--- src/hdl/wgm_pkg.sv ---
// Shared types, codes and helpers for the wildcard glob matcher.
`timescale 1ns / 1ps

package wgm_pkg;

  localparam int MAX_LEN_DEF = 256;

  localparam int IN_TDATA_W  = 8;
  localparam int IN_TUSER_W  = 2;
  localparam int OUT_TDATA_W = 8;

  localparam logic [1:0] CMD_PATTERN = 2'd0;
  localparam logic [1:0] CMD_SUBJECT = 2'd1;
  localparam logic [1:0] CMD_EVAL    = 2'd2;

  localparam logic [7:0] CH_ANY  = 8'h3F;
  localparam logic [7:0] CH_STAR = 8'h2A;

  // Commands from the controller to the datapath.
  typedef struct packed {
    logic load_pat;
    logic load_sub;
    logic start;
    logic step;
    logic finish;
  } ctrl_cmd_t;

  // Status from the datapath to the controller.
  typedef struct packed {
    logic ovf_seen;
    logic sub_done;
    logic is_star;
    logic lit_ok;
    logic have_star;
  } dp_stat_t;

  // Fold only 'A'..'Z' to lower case.
  function automatic logic [7:0] fold_case(input logic [7:0] c);
    logic [7:0] r;
    r = c;
    if (c >= 8'h41 && c <= 8'h5A) begin
      r = c + 8'h20;
    end
    return r;
  endfunction

endpackage

--- src/hdl/wgm_dp.sv ---
// Datapath: pattern and subject stores, counts and the backtracking search registers.
`timescale 1ns / 1ps

module wgm_dp #(
  parameter int MAX_LEN = wgm_pkg::MAX_LEN_DEF
) (
  input  logic                  clk,
  input  logic                  rst_n,
  input  wgm_pkg::ctrl_cmd_t    cmd,
  input  logic [7:0]            in_byte,
  output wgm_pkg::dp_stat_t     stat,
  output logic                  out_matched,
  output logic                  out_overflow
);

  localparam int AW = (MAX_LEN > 1) ? $clog2(MAX_LEN) : 1;
  localparam int CW = $clog2(MAX_LEN + 1);
  localparam logic [CW-1:0] FULL = CW'(MAX_LEN);
  localparam logic [CW-1:0] ONE  = CW'(1);

  logic [7:0] pat_mem [MAX_LEN];
  logic [7:0] sub_mem [MAX_LEN];

  logic [CW-1:0] pcount_r, pcount_nxt;
  logic [CW-1:0] scount_r, scount_nxt;
  logic          ovf_seen_r, ovf_seen_nxt;
  logic [CW-1:0] pi_r, pi_nxt;
  logic [CW-1:0] si_r, si_nxt;
  logic [CW-1:0] back_p_r, back_p_nxt;
  logic [CW-1:0] back_s_r, back_s_nxt;
  logic          have_star_r, have_star_nxt;
  logic [7:0]    pdata_r;
  logic [7:0]    sdata_r;
  logic          matched_r;
  logic          overflow_r;

  logic p_valid;
  logic sub_done;
  logic pat_done;
  logic is_star;
  logic lit_ok;

  assign p_valid  = (pi_r < pcount_r);
  assign sub_done = (si_r == scount_r);
  assign pat_done = (pi_r == pcount_r);
  assign is_star  = p_valid && (pdata_r == wgm_pkg::CH_STAR);
  assign lit_ok   = p_valid && ((pdata_r == wgm_pkg::CH_ANY) ||
                    (wgm_pkg::fold_case(pdata_r) == wgm_pkg::fold_case(sdata_r)));

  assign stat.ovf_seen  = ovf_seen_r;
  assign stat.sub_done  = sub_done;
  assign stat.is_star   = is_star;
  assign stat.lit_ok    = lit_ok;
  assign stat.have_star = have_star_r;

  assign out_matched  = matched_r;
  assign out_overflow = overflow_r;

  always_comb begin
    pcount_nxt    = pcount_r;
    scount_nxt    = scount_r;
    ovf_seen_nxt  = ovf_seen_r;
    pi_nxt        = pi_r;
    si_nxt        = si_r;
    back_p_nxt    = back_p_r;
    back_s_nxt    = back_s_r;
    have_star_nxt = have_star_r;

    if (cmd.load_pat) begin
      if (pcount_r < FULL) begin
        pcount_nxt = pcount_r + ONE;
      end else begin
        ovf_seen_nxt = 1'b1;
      end
    end
    if (cmd.load_sub) begin
      if (scount_r < FULL) begin
        scount_nxt = scount_r + ONE;
      end else begin
        ovf_seen_nxt = 1'b1;
      end
    end
    if (cmd.start) begin
      pi_nxt        = '0;
      si_nxt        = '0;
      back_p_nxt    = '0;
      back_s_nxt    = '0;
      have_star_nxt = 1'b0;
    end
    if (cmd.step) begin
      if (!sub_done) begin
        if (is_star) begin
          // record the backtrack point and skip the star
          have_star_nxt = 1'b1;
          back_p_nxt    = pi_r;
          back_s_nxt    = si_r;
          pi_nxt        = pi_r + ONE;
        end else if (lit_ok) begin
          pi_nxt = pi_r + ONE;
          si_nxt = si_r + ONE;
        end else begin
          // let the last star swallow one more subject byte
          pi_nxt     = back_p_r + ONE;
          back_s_nxt = back_s_r + ONE;
          si_nxt     = back_s_r + ONE;
        end
      end else begin
        // trailing stars after the subject is used up
        pi_nxt = pi_r + ONE;
      end
    end
    if (cmd.finish) begin
      pcount_nxt   = '0;
      scount_nxt   = '0;
      ovf_seen_nxt = 1'b0;
    end
  end

  always_ff @(posedge clk) begin
    if (!rst_n) begin
      pcount_r   <= '0;
      scount_r   <= '0;
      ovf_seen_r <= 1'b0;
    end else begin
      pcount_r   <= pcount_nxt;
      scount_r   <= scount_nxt;
      ovf_seen_r <= ovf_seen_nxt;
    end
  end

  always_ff @(posedge clk) begin
    pi_r        <= pi_nxt;
    si_r        <= si_nxt;
    back_p_r    <= back_p_nxt;
    back_s_r    <= back_s_nxt;
    have_star_r <= have_star_nxt;
    if (cmd.finish) begin
      matched_r  <= !ovf_seen_r && sub_done && pat_done;
      overflow_r <= ovf_seen_r;
    end
  end

  // Stores: one write port, one registered read port each.
  always_ff @(posedge clk) begin
    if (cmd.load_pat && (pcount_r < FULL)) begin
      pat_mem[pcount_r[AW-1:0]] <= in_byte;
    end
    pdata_r <= pat_mem[pi_r[AW-1:0]];
  end

  always_ff @(posedge clk) begin
    if (cmd.load_sub && (scount_r < FULL)) begin
      sub_mem[scount_r[AW-1:0]] <= in_byte;
    end
    sdata_r <= sub_mem[si_r[AW-1:0]];
  end

endmodule

--- src/hdl/wgm_ctrl.sv ---
// Controller: input handshake, search sequencing and result valid.
`timescale 1ns / 1ps

module wgm_ctrl (
  input  logic                clk,
  input  logic                rst_n,
  input  logic                in_tvalid,
  output logic                in_tready,
  input  logic [1:0]          in_cmd,
  output logic                out_tvalid,
  input  logic                out_tready,
  input  wgm_pkg::dp_stat_t   stat,
  output wgm_pkg::ctrl_cmd_t  cmd
);

  localparam logic [1:0] ST_IDLE  = 2'd0;
  localparam logic [1:0] ST_FETCH = 2'd1;
  localparam logic [1:0] ST_CMP   = 2'd2;

  logic [1:0] state_r, state_nxt;
  logic       out_valid_r, out_valid_nxt;
  logic       accept;
  logic       fail;

  assign in_tready  = (state_r == ST_IDLE) && (!out_valid_r || out_tready);
  assign accept     = in_tvalid && in_tready;
  assign out_tvalid = out_valid_r;

  assign fail = !stat.sub_done && !stat.is_star && !stat.lit_ok && !stat.have_star;

  always_comb begin
    state_nxt     = state_r;
    out_valid_nxt = out_valid_r;
    cmd           = '0;
    if (out_valid_r && out_tready) begin
      out_valid_nxt = 1'b0;
    end
    case (state_r)
      ST_IDLE: begin
        if (accept) begin
          case (in_cmd)
            wgm_pkg::CMD_PATTERN: cmd.load_pat = 1'b1;
            wgm_pkg::CMD_SUBJECT: cmd.load_sub = 1'b1;
            wgm_pkg::CMD_EVAL: begin
              if (stat.ovf_seen) begin
                // fail closed without searching
                cmd.finish    = 1'b1;
                out_valid_nxt = 1'b1;
              end else begin
                cmd.start = 1'b1;
                state_nxt = ST_FETCH;
              end
            end
            default: ;
          endcase
        end
      end
      ST_FETCH: begin
        state_nxt = ST_CMP;
      end
      ST_CMP: begin
        if ((stat.sub_done && !stat.is_star) || fail) begin
          cmd.finish    = 1'b1;
          out_valid_nxt = 1'b1;
          state_nxt     = ST_IDLE;
        end else begin
          cmd.step  = 1'b1;
          state_nxt = ST_FETCH;
        end
      end
      default: begin
        state_nxt = ST_IDLE;
      end
    endcase
  end

  always_ff @(posedge clk) begin
    if (!rst_n) begin
      state_r     <= ST_IDLE;
      out_valid_r <= 1'b0;
    end else begin
      state_r     <= state_nxt;
      out_valid_r <= out_valid_nxt;
    end
  end

endmodule

--- src/hdl/wildcard_glob_matcher.sv ---
// Pattern and subject words are accepted back to back while no result word is stalled.
// Evaluate: each search step is a store read, then a compare; the final compare loads the
// result register. The greedy backtracking search takes up to about P*S steps for
// pattern length P and subject length S; input stalls during the search. Overflowed
// evaluates report next cycle.
// Reset (rst_n low, synchronous) empties both stores and clears overflow and valid.
`timescale 1ns / 1ps

module wildcard_glob_matcher #(
  parameter int MAX_LEN = wgm_pkg::MAX_LEN_DEF
) (
  input  logic                            clk,
  input  logic                            rst_n,
  input  logic                            in_tvalid,
  output logic                            in_tready,
  input  logic [wgm_pkg::IN_TDATA_W-1:0]  in_tdata,   // [7:0] char_byte
  input  logic [wgm_pkg::IN_TUSER_W-1:0]  in_tuser,   // [1:0] command
  output logic                            out_tvalid,
  input  logic                            out_tready,
  output logic [wgm_pkg::OUT_TDATA_W-1:0] out_tdata   // [0] matched, [1] overflow, [7:2] zero
);

  wgm_pkg::ctrl_cmd_t cmd;
  wgm_pkg::dp_stat_t  stat;
  logic               matched;
  logic               overflow;

  wgm_ctrl u_ctrl (
    .clk        (clk),
    .rst_n      (rst_n),
    .in_tvalid  (in_tvalid),
    .in_tready  (in_tready),
    .in_cmd     (in_tuser),
    .out_tvalid (out_tvalid),
    .out_tready (out_tready),
    .stat       (stat),
    .cmd        (cmd)
  );

  wgm_dp #(
    .MAX_LEN (MAX_LEN)
  ) u_dp (
    .clk          (clk),
    .rst_n        (rst_n),
    .cmd          (cmd),
    .in_byte      (in_tdata),
    .stat         (stat),
    .out_matched  (matched),
    .out_overflow (overflow)
  );

  assign out_tdata = {6'b000000, overflow, matched};

endmodule

--- config.mk ---
export PLATFORM = sky130hd
export DESIGN_NAME = wildcard_glob_matcher
export DESIGN_NICKNAME = d
export VERILOG_FILES = /design/src/hdl/wgm_pkg.sv /design/src/hdl/wgm_dp.sv /design/src/hdl/wgm_ctrl.sv /design/src/hdl/wildcard_glob_matcher.sv
export SDC_FILE = /design/constraint.sdc
export NUM_CORES = 2
export LEC_CHECK = 0
export BUFFER_PORTS_ARGS = -buffer_cell sky130_fd_sc_hd__buf_4
export CAP_MARGIN = 10
export CORE_MARGIN = 2
export CORE_UTILIZATION = 57
export DETAILED_ROUTE_END_ITERATION = 10
export PLACE_DENSITY = 0.72
export SETUP_SLACK_MARGIN = 0.15
export SLEW_MARGIN = 20
export SYNTH_ARGS = -nofsm -noshare
export SYNTH_HDL_FRONTEND = slang
export SYNTH_SLANG_ARGS = --single-unit
--- constraint.sdc ---
create_clock -name clk -period 3.4 [get_ports clk]
set_input_delay 0.34 -clock clk [delete_from_list [all_inputs] [get_ports clk]]
set_output_delay 0.34 -clock clk [all_outputs]
set_load 0.02 [all_outputs]
-- Word level (Yosys, flattened, before mapping)
Memory sizes are Yosys's and may differ from the RTL's. A register that Yosys moved wholly into a read port is not among the register bits.
Cells that the tools add are included.
- bits in registers: 61
- memory bits (writable): 4096
- input bits: 14
- output and inout port bits: 10
- word-level logic and storage cells: 130
- memories: 2
- memory list (name ; depth ; bits a word ; read ports ; clocked after Yosys merged registers in ; wr ports ; line ; text):
    u_dp.pat_mem ; 256 ; 8 ; 1 ; 1 ; 1 ; wgm_dp.sv:21 ; logic [7:0] pat_mem [MAX_LEN];
    u_dp.sub_mem ; 256 ; 8 ; 1 ; 1 ; 1 ; wgm_dp.sv:22 ; logic [7:0] sub_mem [MAX_LEN];
- $add $sub $neg: 8
- $lt $le $gt $ge: 7
- equal/unequal tests: 12
- muxes and demuxes: 57
- bitwise logic cells: 1
- reductions and logical operators: 31
- operators with widths (operator ; number):
    $mux 9 ; 19
    $add 9x1->9 const B ; 6
    $mux 1 ; 28
    $eq 9x9->1 ; 2
    $lt 9x9->1 const B ; 2
    $add 8x6->8 const B ; 2
    $eq 8x6->1 const B ; 2
    $ge 8x7->1 const B ; 2
    $le 8x7->1 const B ; 2
    $mux 8 ; 2
    $logic_and 1x1->1 ; 15
    $lt 9x9->1 ; 1
    $eq 8x8->1 ; 1
    $logic_not 1->1 ; 6
    $mux 2 ; 3
    $mux 3 ; 2
    $pmux 2 s3 ; 1
    $eq 2x1->1 const B ; 2
    $eq 2x2->1 const B ; 2
    $logic_not 2->1 ; 2
    $ne 2x2->1 const B ; 2
    $pmux 1 s2 ; 2
    $reduce_and 2->1 ; 2
    $logic_or 1x1->1 ; 3
    5 further kinds ; 5

-- Logic depth before layout (Yosys ltp)
- word-level depth: 13
- gate-level depth with buffers: 17

-- Modules after synthesis
From an unflattened synthesis, not the netlist that was laid out.
- cells, all modules: 7093
- area, all modules: 161936.6 µm²
- by module, submodules not included (module ; times used ; cells each ; area each (µm²) ; sequential area each (µm²)):
    wgm_dp ; 1 ; 7059 ; 161686.3 ; 124589.5
    wgm_ctrl ; 1 ; 25 ; 186.4 ; 60.1
    wildcard_glob_matcher ; 1 ; 9 ; 63.8 ; 0.0

-- Worst setup path before layout
No wires, ideal clock.
- path type: register -> register
- start point: register u_dp.pi_r[0]
- end point: register u_dp.pi_r[1], data pin
- arrival: 3.511 ns
- data required time: 3.134 ns
- path slack: -0.377 ns
- cell stages (with the launch flop): 18
- path buffers: 6
- period minus slack after synthesis: 3.777 ns
- cells stage by stage: edfxtp_1 > buf_2 > clkbuf_1 > buf_2 > buf_2 > inv_1 > ha_1 > nor2b_1 > o21a_1 > o21ai_0 > a211oi_1 > a311oi_1 > and3_1 > clkbuf_1 > nor3_1 > buf_2 > mux2i_1 > nor2_1
- word-level cells in the longest chain between the ends: 10
- RTL lines (element ; line ; text):
    start, declared ; wgm_dp.sv:27 ; logic [CW-1:0] pi_r, pi_nxt;
    start signal, assigned ; wgm_dp.sv:132 ; pi_r <= pi_nxt;
    $lt 9x9->1 ; wgm_dp.sv:43 ; assign p_valid = (pi_r < pcount_r);
    $logic_and 1x1->1 ; wgm_dp.sv:46 ; assign is_star = p_valid && (pdata_r == wgm_pkg::CH_STAR);
    $logic_not 1->1 ; wgm_ctrl.sv:29, wgm_ctrl.sv:62 ;
    $logic_and 1x1->1 (3 in series) ; wgm_ctrl.sv:29 ; assign fail = !stat.sub_done && !stat.is_star && !stat.lit_ok && !stat.have_star;
    $logic_or 1x1->1 ; wgm_ctrl.sv:62 ; if ((stat.sub_done && !stat.is_star) || fail) begin
    $mux 1 ; wgm_ctrl.sv:62 ;
    $mux 1 ; wgm_ctrl.sv:38 ; case (state_r)
    $mux 9 * ; wgm_dp.sv:90 ; if (cmd.step) begin
Mark *: on every way between the ends. The rest lies on a longest branch, timed or not.
A chain may end at the register's enable or synchronous reset.

==> out/qor.yml <==
synth_cell_types: 57
cellInternalPower_mw: 83.2
maxCapViolCount: 0
postRouteAntennaNets: 0
reg2reg_to: "u_dp.sdata_r[3]"
vdd_drop_max_mv: 0.454
wl_per_cell_um: 32.7
synthCells: 6929
synth_commonest_cells: "edfxtp_1 (4107), mux4_2 (1358), nor2_1 (561)"
failed_checks: "setup timing"
grt_usage_pct: 27.7
wl_um: 399000
start_util_pct: 57.3
yosysSeqAreaShare_pct: 77.1
clock_skew_ps: 34.1
finalSetupViolations: 6
grt_overflow: 0
numPlacedInstances: 11300
synth_area_um2: 162000
fp.dieArea_um2: 288000
synth_flop_cell: "edfxtp_1"
synth_most_common_cell: "edfxtp_1"
die_w_um: 537
hold_depth: 7
yosys_warnings: 0
holdCritPathClass: "input pin to register"
worstPathRequired_ps: 4210
pwr-share-clk_pct: 43.5
crit_fanout: 6
endpoint_kind: "register"
antenna_found_initial: 22
ys_seq_elements: 4173
fin_crit_ps: 3440
clk_latency_ps: 940
cellPowerDensity_nw_per_um2: 543
finish.instance_area_um2: 191000
r2r_slack_ps: -40
tightest_slew_ps: 1270
die-height_um: 537
synth_area_leaders: "edfxtp_1 (76%), mux4_2 (19%), nor2_1 (1.3%), dfxtp_1 (0.82%), clkbuf_1 (0.61%)"
start_kind: "register"
max-clock-path-buffers: 4
cts.sinks: 4173
ioPinCount: 24
cp_common_cell: "mux4_2"
synthArstFlopShare_pct: 0
whs_endpoint: "u_dp.ovf_seen_r"
tns_ps: -82.3
drt_iter0_markers: 11500
first_pass_iters: 6
ctsRootBufferMaster: "clkbuf_16"
synth_edf_count: 4107
worstPathCellList: "buf_12 -> buf_16 -> buf_12 -> buf_8 -> buf_16 -> mux4_2 -> mux4_2 -> mux4_2 -> mux4_2"
cts_tree: "yes"
synth_top_area_share_pct: 76.2
place_ws_ps: -164
pwr-share-seq_pct: 54.5
path_clk_slew_ps: 60
p_leak_nw: 60.3
post-route-util_pct: 67.7
grt_pass1_wl_um: 574000
post-route-period-util_pct: 101
rr_startpoint: "u_dp.si_r[0]"
fin_nets: 8153
outcome: "finished, violations left"
max_slew_margin_pct: 15.2
area_growth_syn_to_layout_pct: 18.2
max_freq_mhz: 291
rsz0062_at_grt: "yes"
port-buffer-count: 17
p_comb_share_pct: 2.1
hold_viol_final: 0
drive_gt1_share_pct: 37.9
crit_slowest_cell: "mux4_2"
viasPerCell: 6.57
worstHoldStart: "in_tvalid"
synth_top_area_cell: "edfxtp_1"
htree_levels: 5
reg2reg_depth: 9
grt_pass1_vias: 80700
grt_max_degree: 137
slew_viol_final: 0
num_rows: 195
p_sw_mw: 20.5
syn-mean-instance-area_um2: 23.3
fin_cells: 12200
hpwlAfterDp_um: 236000
path_class: "register to register"
slowest_delay_ps: 600
setup_ws_ps: -36.4
core_area_um2: 282000
drc: 0
cp.arrival_ps: 4250
via_count: 80300
gp_congestion: 0.860
postPlaceCellArea_um2: 175000
cts_buffers: 408
p_sw_share_pct: 19.8
-- power groups by stage --
stage | combinational [mW] | sequential [mW] | clock [mW]
2_1_floorplan | 0.664 | 57.6 | 0
3_3_place_gp | 1.93 | 57.6 | 0
3_5_place_dp | 2.02 | 57.6 | 0
4_1_cts | 2.09 | 56.5 | 45.5
5_1_grt | 2.24 | 56.5 | 47.5
6_report | 2.13 | 56.5 | 45.1
-- what timing repair did --
item                                    4_1_cts  5_1_grt
hold buffers                                 12        0
setup buffers                                50       29
gates cloned                                 26       13
pin swaps                                     3       14
gates resized for setup                     107       59
endpoints found under the hold margin       379        0
endpoints found under the setup margin       54      234
-- stage by stage --
stage	power, mW	hold slack (ps)
6_report	104	240
3_5_place_dp	59.6	448
4_1_cts	104	248
3_3_place_gp	59.5	444
5_1_grt	106	243
2_1_floorplan	58.3	425
-- worst max-delay path: cells and delay by family, from the launching register on --
family   cells  cell delay (ps)
buf+inv      5              710
mux          4             2150
flops        1              410
-- logic make-up (layout without fill, tap and decap cells) --
logic type	Yosys count	count (layout)	synth area share [%]
other	1	20	0.00232
multiplexers	1371	1371	19.0
XOR/XNOR	50	50	0.271
flip-flops	4173	4173	77.1
AND/OR/NAND/NOR	774	774	1.97
AO/OA/AOI/OAI	99	99	0.435
buffers and inverters	438	1961	1.10
adder cells (fa/ha/maj)	23	23	0.178
-- routing by layer --
| metal | wire length, um | vias to the layer above | GRT usage, % | part of all wire, % |
|---|---|---|---|---|
| li1 | - | 31900 | - | - |
| met1 | 151000 | 42800 | 40.2 | 38 |
| met2 | 196000 | 4936 | 44.1 | 49 |
| met3 | 39000 | 680 | 4.78 | 9.8 |
| met4 | 13100 | 10 | 8.58 | 3.3 |
| met5 | 78 | - | 0 | 0.020 |
-- worst max-delay path by stage --
stage / endpoint / depth (start not counted) / slack (ps) / startpoint
5_1_grt: u_dp.pdata_r[0] / 9 / -70 / u_dp.pi_r[0]
6_report: u_dp.sdata_r[3] / 9 / -40 / u_dp.si_r[0]
3_3_place_gp: u_dp.pi_r[0] / 13 / -260 / u_dp.pi_r[0]
2_1_floorplan: u_dp.sub_mem[111][0] / 10 / 20 / u_ctrl.out_tvalid
4_1_cts: u_dp.pdata_r[4] / 9 / -20 / u_dp.pi_r[0]
3_5_place_dp: u_dp.pi_r[0] / 13 / -160 / u_dp.pi_r[0]
-- cells in the final DEF (no fill, tap or decap), drive strengths merged, types with 12 or more instances in the layout --
master,n
edfxtp,4107
nand2,82
ha,23
mux4,1358
diode,14
clkinv,165
dlygate4sd3,12
inv,36
clkinvlp,15
and3,12
nand3,50
bufinv,47
dfxtp,66
nor3,17
clkbuf,524
o21ai,21
xnor2,30
xor2,20
nor2b,12
nor2,561
buf,1157
-- cell type report --
| class | count | area [um2] |
|---|---|---|
| antenna | 14 | 35.0 |
| multi-input combinational | 2323 | 35700 |
| clock buffer | 512 | 10800 |
| tap | 3743 | 4680 |
| clock inverter | 239 | 2520 |
| inverter | 24 | 96.3 |
| fill | 16500 | 91100 |
| timing repair buffer | 1186 | 12700 |
| sequential | 4173 | 125000 |
-- registers in the layout, indices dropped and copies added (netlist names) --
signal	cells
u_dp.sub_mem	2048
u_dp.pdata_r	8
u_ctrl.out_tvalid	1
u_dp.ovf_seen_r	1
u_dp.scount_r	9
u_dp.pcount_r	9
u_dp.out_matched	1
u_dp.out_overflow	1
u_dp.si_r	9
u_dp.have_star_r	1
u_dp.pi_r	9
u_dp.pat_mem	2048
u_dp.back_p_r	9
u_dp.sdata_r	8
u_ctrl.state_r	2
u_dp.back_s_r	9
(Power assumes the default switching activity.)
